### config.mk
export PLATFORM = sky130hd
export DESIGN_NAME = held_key_tracker_top
export DESIGN_NICKNAME = d
export VERILOG_FILES = /design/src/rtl/hkt_pkg.sv /design/src/rtl/hkt_ram.sv /design/src/rtl/held_key_tracker_top.sv
export SDC_FILE = /design/constraint.sdc
export NUM_CORES = 2
export LEC_CHECK = 0
export ABC_AREA = 0
export BUFFER_PORTS_ARGS = -buffer_cell sky130_fd_sc_hd__buf_4
export CAP_MARGIN = 30
export CORE_MARGIN = 2
export CORE_UTILIZATION = 40
export CTS_CLUSTER_DIAMETER = 100
export CTS_CLUSTER_SIZE = 16
export DETAILED_ROUTE_END_ITERATION = 10
export PLACE_DENSITY_LB_ADDON = 0.1
export SLEW_MARGIN = 20
export SYNTH_ARGS = -nofsm -noshare
export SYNTH_HDL_FRONTEND = slang
export SYNTH_HIERARCHICAL = 1
export SYNTH_SLANG_ARGS = --single-unit
### constraint.sdc
create_clock -name clk -period 15.25 [get_ports clk]
set_clock_uncertainty 0.05 [all_clocks]
set_input_delay 0 -clock clk [delete_from_list [all_inputs] [get_ports clk]]
set_output_delay 0 -clock clk [all_outputs]
set_load 0.01 [all_outputs]
### src/rtl/hkt_pkg.sv
// Shared types and codes for the held key tracker.
// No dependencies; imported by the top level and by the checker.
package hkt_pkg;

  localparam int KEY_W    = 8;
  localparam int CHAR_W   = 21;
  localparam int STATUS_W = 3;
  localparam int MODE_W   = 2;

  localparam logic [MODE_W-1:0] MODE_PRESS   = 2'd0;
  localparam logic [MODE_W-1:0] MODE_RELEASE = 2'd1;
  localparam logic [MODE_W-1:0] MODE_FLUSH   = 2'd2;
  localparam logic [MODE_W-1:0] MODE_NONE    = 2'd3;

  localparam logic [STATUS_W-1:0] ST_STORED  = 3'd0;
  localparam logic [STATUS_W-1:0] ST_HELD    = 3'd1;
  localparam logic [STATUS_W-1:0] ST_FULL    = 3'd2;
  localparam logic [STATUS_W-1:0] ST_REMOVED = 3'd3;
  localparam logic [STATUS_W-1:0] ST_MISSING = 3'd4;
  localparam logic [STATUS_W-1:0] ST_FLUSHED = 3'd5;
  localparam logic [STATUS_W-1:0] ST_EMPTY   = 3'd6;

  typedef struct packed {
    logic [MODE_W-1:0] mode;
    logic [KEY_W-1:0]  key_id;
    logic [CHAR_W-1:0] char_code;
  } in_req_t;

  typedef struct packed {
    logic [STATUS_W-1:0] status;
    logic [KEY_W-1:0]    key_id_out;
    logic [CHAR_W-1:0]   char_code_out;
    logic                last;
  } out_rsp_t;

  typedef struct packed {
    logic [KEY_W-1:0]  key;
    logic [CHAR_W-1:0] chr;
  } held_entry_t;

  localparam int ENTRY_W = $bits(held_entry_t);

endpackage

### src/rtl/hkt_ram.sv
// Generic single-port-write, single-port-read RAM with registered read data.
// No dependencies.
module hkt_ram #(
  parameter int WIDTH = 29,
  parameter int DEPTH = 64
) (
  input  logic                     clk,
  input  logic                     wr_en,
  input  logic [$clog2(DEPTH)-1:0] wr_addr,
  input  logic [WIDTH-1:0]         wr_data,
  input  logic [$clog2(DEPTH)-1:0] rd_addr,
  output logic [WIDTH-1:0]         rd_data
);

  logic [WIDTH-1:0] mem [DEPTH];

  always_ff @(posedge clk) begin
    if (wr_en) begin
      mem[wr_addr] <= wr_data;
    end
    rd_data <= mem[rd_addr];
  end

endmodule

### src/rtl/held_key_tracker_top.sv
// Held key tracker: packed set of held keys kept in a RAM, searched one slot per cycle.
// A press or release of a nonzero key to a non-empty set searches at most the held count of
// slots in S_SEARCH; a release that hits passes S_MOVE, writing the tail entry into the freed slot.
// Each result then goes through S_EMIT. A new request is taken only in S_IDLE; a flush emits
// one entry per cycle while the output register is free; a mode-three request stays in S_IDLE.
// Reset: synchronous; clears count and control state, RAM left undefined. Uses hkt_pkg, hkt_ram.
module held_key_tracker_top #(
  parameter int CAPACITY = 64
) (
  input  logic             clk,
  input  logic             rst_n,
  input  logic             in_valid,
  output logic             in_ready,
  input  hkt_pkg::in_req_t in_req,
  output logic             out_valid,
  input  logic             out_ready,
  output hkt_pkg::out_rsp_t out_rsp
);

  import hkt_pkg::*;

  localparam int IW = $clog2(CAPACITY);      // slot index width
  localparam int CW = $clog2(CAPACITY + 1);  // count width, holds CAPACITY itself

  // One-hot sequencer
  typedef enum logic [4:0] {
    S_IDLE   = 5'b00001,  // take a request
    S_SEARCH = 5'b00010,  // compare one slot per cycle
    S_MOVE   = 5'b00100,  // tail entry read back, write it into the freed slot
    S_FLUSH  = 5'b01000,  // stream entries out in slot order
    S_EMIT   = 5'b10000   // hand the single result to the output register
  } state_t;

  state_t              state_r, state_nxt;
  logic [IW-1:0]       idx_r, idx_nxt;
  logic [IW-1:0]       slot_r, slot_nxt;
  logic [CW-1:0]       count_r, count_nxt;
  logic [MODE_W-1:0]   mode_r, mode_nxt;
  logic [KEY_W-1:0]    key_r, key_nxt;
  logic [CHAR_W-1:0]   char_r, char_nxt;
  logic [STATUS_W-1:0] status_r, status_nxt;
  logic                out_valid_r, out_valid_nxt;
  out_rsp_t            out_rsp_r, out_rsp_nxt;

  // RAM port signals
  logic          wr_en;
  logic [IW-1:0] wr_addr;
  held_entry_t   wr_entry;
  logic [IW-1:0] rd_addr;
  held_entry_t   rd_entry;

  logic          accept;
  logic          slot_free;
  logic [IW-1:0] tail;
  logic          at_tail;
  logic          full;
  logic          hit;

  hkt_ram #(
    .WIDTH (ENTRY_W),
    .DEPTH (CAPACITY)
  ) u_ram (
    .clk     (clk),
    .wr_en   (wr_en),
    .wr_addr (wr_addr),
    .wr_data (wr_entry),
    .rd_addr (rd_addr),
    .rd_data (rd_entry)
  );

  assign in_ready  = (state_r == S_IDLE);
  assign accept    = in_valid && in_ready;
  assign out_valid = out_valid_r;
  assign out_rsp   = out_rsp_r;

  // The output register frees up when empty or being drained this cycle
  assign slot_free = !out_valid_r || out_ready;
  // Last occupied slot; only used while the count is nonzero
  assign tail      = IW'(count_r - CW'(1));
  assign at_tail   = (idx_r == tail);
  assign full      = (count_r == CW'(CAPACITY));
  assign hit       = (rd_entry.key == key_r);

  always_comb begin
    state_nxt     = state_r;
    idx_nxt       = idx_r;
    slot_nxt      = slot_r;
    count_nxt     = count_r;
    mode_nxt      = mode_r;
    key_nxt       = key_r;
    char_nxt      = char_r;
    status_nxt    = status_r;
    out_valid_nxt = out_valid_r;
    out_rsp_nxt   = out_rsp_r;
    wr_en         = 1'b0;
    wr_addr       = IW'(count_r);
    wr_entry      = '{key: key_r, chr: char_r};
    rd_addr       = '0;

    // Drain the output register when the consumer takes it
    if (out_valid_r && out_ready) begin
      out_valid_nxt = 1'b0;
    end

    unique case (state_r)
      S_IDLE: begin
        idx_nxt = '0;
        if (accept) begin
          mode_nxt = in_req.mode;
          key_nxt  = in_req.key_id;
          char_nxt = in_req.char_code;
          priority if (in_req.mode == MODE_NONE) begin
            // drop: no result, set unchanged
          end else if (in_req.mode == MODE_FLUSH) begin
            if (count_r == '0) begin
              key_nxt    = '0;
              status_nxt = ST_EMPTY;
              state_nxt  = S_EMIT;
            end else begin
              state_nxt = S_FLUSH;
            end
          end else if (in_req.key_id == '0) begin
            // key zero is never stored nor found
            status_nxt = (in_req.mode == MODE_PRESS) ? ST_STORED : ST_MISSING;
            state_nxt  = S_EMIT;
          end else if (count_r == '0) begin
            if (in_req.mode == MODE_PRESS) begin
              wr_en      = 1'b1;
              wr_addr    = '0;
              wr_entry   = '{key: in_req.key_id, chr: in_req.char_code};
              count_nxt  = CW'(1);
              status_nxt = ST_STORED;
            end else begin
              status_nxt = ST_MISSING;
            end
            state_nxt = S_EMIT;
          end else begin
            state_nxt = S_SEARCH;
          end
        end
        rd_addr = idx_nxt;
      end

      S_SEARCH: begin
        priority if (hit) begin
          if (mode_r == MODE_PRESS) begin
            status_nxt = ST_HELD;
            state_nxt  = S_EMIT;
          end else begin
            // fetch the tail entry to fill the freed slot
            slot_nxt  = idx_r;
            state_nxt = S_MOVE;
          end
          rd_addr = tail;
        end else if (at_tail) begin
          if (mode_r == MODE_PRESS) begin
            if (full) begin
              status_nxt = ST_FULL;
            end else begin
              wr_en      = 1'b1;
              count_nxt  = count_r + CW'(1);
              status_nxt = ST_STORED;
            end
          end else begin
            status_nxt = ST_MISSING;
          end
          state_nxt = S_EMIT;
          rd_addr   = idx_r;
        end else begin
          idx_nxt = IW'(idx_r + 1'b1);
          rd_addr = idx_nxt;
        end
      end

      S_MOVE: begin
        wr_en      = 1'b1;
        wr_addr    = slot_r;
        wr_entry   = rd_entry;
        count_nxt  = count_r - CW'(1);
        status_nxt = ST_REMOVED;
        state_nxt  = S_EMIT;
      end

      S_FLUSH: begin
        if (slot_free) begin
          out_valid_nxt = 1'b1;
          out_rsp_nxt   = '{status: ST_FLUSHED, key_id_out: rd_entry.key,
                            char_code_out: rd_entry.chr, last: at_tail};
          if (at_tail) begin
            count_nxt = '0;
            idx_nxt   = '0;
            state_nxt = S_IDLE;
          end else begin
            idx_nxt = IW'(idx_r + 1'b1);
          end
        end
        // hold the address while stalled so the read data stays put
        rd_addr = idx_nxt;
      end

      S_EMIT: begin
        if (slot_free) begin
          out_valid_nxt = 1'b1;
          out_rsp_nxt   = '{status: status_r, key_id_out: key_r,
                            char_code_out: '0, last: 1'b1};
          state_nxt     = S_IDLE;
        end
      end

      default: begin
        state_nxt = S_IDLE;
      end
    endcase
  end

  always_ff @(posedge clk) begin
    if (!rst_n) begin
      state_r     <= S_IDLE;
      idx_r       <= '0;
      count_r     <= '0;
      out_valid_r <= 1'b0;
    end else begin
      state_r     <= state_nxt;
      idx_r       <= idx_nxt;
      count_r     <= count_nxt;
      out_valid_r <= out_valid_nxt;
    end
  end

  // Payload registers: no reset needed
  always_ff @(posedge clk) begin
    slot_r    <= slot_nxt;
    mode_r    <= mode_nxt;
    key_r     <= key_nxt;
    char_r    <= char_nxt;
    status_r  <= status_nxt;
    out_rsp_r <= out_rsp_nxt;
  end

endmodule

==> flow_metrics.tcl <==
set metrics [dict create \
    outcome "completed" \
    fin_crit_ns 6.91 \
    crit_arrival_ns 7.60 \
    crit_fanout 97 \
    timing.setup.tns_ns 0 \
    synthCells 3766 \
    wl_per_cell_um 34.1 \
    required_ns 15.94 \
    crit_family "buffers and inverters" \
    grt_max_degree 131 \
    finalWirelength_mm 225 \
    synth_area_um2 77000 \
    drive_above_1_share_pct 22.8 \
    drc 0 \
    areaGrowthSynthToFinish_pct 11.9 \
    grtUsageTotal_pct 22.8 \
    synth_seq_cells 1977 \
    placementRows 161 \
    gp_congestion 0.818 \
    grt_pass1_vias 38400 \
    die_h_um 443 \
    yosys_most_used_dff "edfxtp_1" \
    period_share_pct 45.3 \
    synth_area_per_cell_um2 20.4 \
    ios 70 \
    hold_violations 0 \
    cts.sinks 1977 \
    critPathBufInv 6 \
    fmax_mhz 145 \
    syn_nets 3805 \
    ctsHtreeMaxLevel 4 \
    power_leakage_nw 25.4 \
    layout.nets 4021 \
    synth-seq-area-share_pct 76.5 \
    insertion_delay_ns 0.81 \
    endpoint_kind "flip-flop" \
    rsz0062_at_grt "false" \
    clockRootBuffer "clkbuf_16" \
    finalSetupViolCount 0 \
    drtIter0Drc 4470 \
    die_area_um2 196000 \
    hold_path_class "in -> reg" \
    slowest_stage "o31ai_1" \
    crit_chain "inv_1 -> ha_1 -> xor3_1 -> nor3_1 -> and3_2 -> and2_4 -> inv_2 -> ha_1 -> nand2_1 -> o211ai_1 -> o21ai_4 -> buf_4 -> buf_12 -> buf_4 -> buf_16 -> mux4_2 -> mux2i_1 -> a21o_1 -> o31ai_1 -> and3_1" \
    placement.io_buffers 69 \
    via_count 38500 \
    slew_viol_final 0 \
    grt_overflow 0 \
    max-cap-violations 0 \
    cts_made_buffers 143 \
    start_util_pct 40.1 \
    die_w_um 443 \
    grt_pass1_wl_mm 312 \
    critPathMaxStageDelay_ns 0.83 \
    first_pass_iters 6 \
    core_um2 192000 \
    ir_drop_uv 89.7 \
    cts_max_path_buffers 3 \
    avgViaCountPerCell 5.84 \
    p_per_area_nw_per_um2 135 \
    async_flop_share_pct 0 \
    antenna_found_initial 18 \
    synth_edf_count 1929 \
    setup.worst_path.class "reg -> reg" \
    relSlewSlack_pct 30.5 \
    cts_tree "yes" \
    synthDistinctLibCells 83 \
    worstSetupStartpointType "flip-flop" \
    final_core_util_pct 44.9 \
    drtAntennaViolNets 0 \
    dpl.hpwl_mm 128 \
    clk_pin_slew_ns 0.07 \
    worstMarginPinSlew_ns 1.03 \
    ys_warn_count 6 \
]
==> cells in the final DEF (no fill, tap or decap), drive strengths merged, types with 63 or more instances in the layout <==
cell and instances:
dlygate4sd3 63, o22ai 80, buf 237, edfxtp 1929
mux2i 297, nand2 92, o21ai 76, a22oi 137
mux4 373, clkbuf 200, nor2 106
==> power breakdown <==
group,switching [mW],leakage [nW],total [mW],internal (mW)
logic,1.06,5.71,1.45,0.385
registers,0.0882,17.8,6.57,6.48
clock network,1.84,1.94,3.64,1.80
total,2.99,25.4,11.7,8.66
==> cells by family (layout without fill, tap and decap cells) <==
logic type	count (synthesis)	in the layout	share of synthesized area [%]
AO/OA/AOI/OAI	466	466	4.17
XOR/XNOR	20	20	0.265
adder cells (fa/ha/maj)	4	4	0.0650
buffers and inverters	245	528	1.63
flip-flops	1977	1977	76.5
multiplexers	678	678	14.9
other	0	13	0
AND/OR/NAND/NOR	376	376	2.46
==> final cells by class <==
type / count / area (um^2)
antenna: 13 / 32.5
clock buffer: 200 / 3860
clock inverter: 12 / 168
fill: 16300 / 106000
inverter: 16 / 60.1
multi-input combinational: 1544 / 17500
sequential: 1977 / 58900
tap: 2526 / 3160
timing repair buffer: 300 / 2480
==> metrics by stage <==
| step | power, mW | area, um^2 | hold WS (ns) | setup WS (ns) | cells |
|---|---|---|---|---|---|
| floorplan | 7.45 | 77000 | 0.0489 | 10.15 | 3766 |
| global placement | 8.11 | 81300 | 0.141 | 7.75 | 6287 |
| detailed placement | 8.13 | 81500 | 0.141 | 8.09 | 6298 |
| CTS | 11.7 | 86100 | 0.0229 | 8.08 | 6573 |
| global route | 12.0 | 86100 | 0.0596 | 7.86 | 6578 |
| finish | 11.7 | 86200 | 0.0634 | 8.34 | 6588 |
==> timing repair <==
item	4_1_cts	5_1_grt
hold endpoints to repair	113	0
buffers inserted	0	0
hold buffers	63	0
endpoints found under the setup margin	0	0
resized for setup	0	0
==> final timing paths <==
kind	startpoint	end	slack, ns	cells past startpoint
setup reg to reg	count_r[0]	u_ram/rd_data[21]	8.34	20
setup / recovery	count_r[0]	u_ram/rd_data[21]	8.34	20
hold reg to reg	status_r[0]	out_rsp[30]	0.46	1
hold / removal	in_req[23]	key_r[2]	0.06	3
==> synth_stat cells (5+ instances only) <==
| cell | number | area (um^2) |
|---|---|---|
| nand3_1 | 25 | 125 |
| o22ai_1 | 80 | 500 |
| or2_2 | 11 | 68.8 |
| o31ai_1 | 28 | 210 |
| nand2b_1 | 10 | 62.6 |
| dfxtp_1 | 48 | 961 |
| buf_6 | 8 | 90.1 |
| a21o_1 | 26 | 195 |
| inv_1 | 15 | 56.3 |
| or3_1 | 5 | 31.3 |
| edfxtp_1 | 1929 | 57900 |
| nand4_1 | 8 | 50.1 |
| nand3b_1 | 8 | 60.1 |
| clkbuf_1 | 91 | 342 |
| buf_4 | 43 | 323 |
| a311oi_1 | 6 | 52.6 |
| a31oi_1 | 56 | 350 |
| buf_2 | 79 | 395 |
| and3_1 | 30 | 188 |
| o21ai_0 | 76 | 380 |
| nor2b_1 | 14 | 87.6 |
| buf_1 | 6 | 22.5 |
| nor3_1 | 13 | 65.1 |
| mux4_2 | 373 | 8400 |
| a22oi_1 | 137 | 1030 |
| a21oi_1 | 11 | 55.1 |
| nor2_1 | 102 | 383 |
| xnor2_1 | 16 | 140 |
| mux2i_1 | 297 | 2970 |
| nand2_1 | 92 | 345 |
| and2_1 | 30 | 188 |
| mux2_2 | 8 | 90.1 |
==> metal layers <==
layer / wire (um) / global-route usage (%) / vias to the layer above
li1: - / - / 16000
met1: 96700 / 32.3 / 21000
met2: 110000 / 37.6 / 1219
met3: 12900 / 2.96 / 233
met4: 5470 / 5.71 / 0
met5: 0 / 0 / -
==> sequential cells by signal, summed over array words and instances (netlist names) <==
register       cells
slot_r             6
state_r            5
u_ram/rd_data     29
u_ram/mem       1856
char_r            21
idx_r              6
key_r              8
out_rsp           33
status_r           3
mode_r             2
count_r            7
out_valid          1
==> worst register-to-register path, cell delays in order (launching register included) <==
cell and delay [ns]:
dfxtp_1 0.50, inv_1 0.17, ha_1 0.31, xor3_1 0.21, nor3_1 0.30, and3_2 0.44
and2_4 0.23, inv_2 0.10, ha_1 0.31, nand2_1 0.07, o211ai_1 0.15, o21ai_4 0.11
buf_4 0.53, buf_12 0.66, buf_4 0.67, buf_16 0.30, mux4_2 0.29, mux2i_1 0.08
a21o_1 0.28, o31ai_1 0.84, and3_1 0.26
Power figures use the tool's default switching activity.
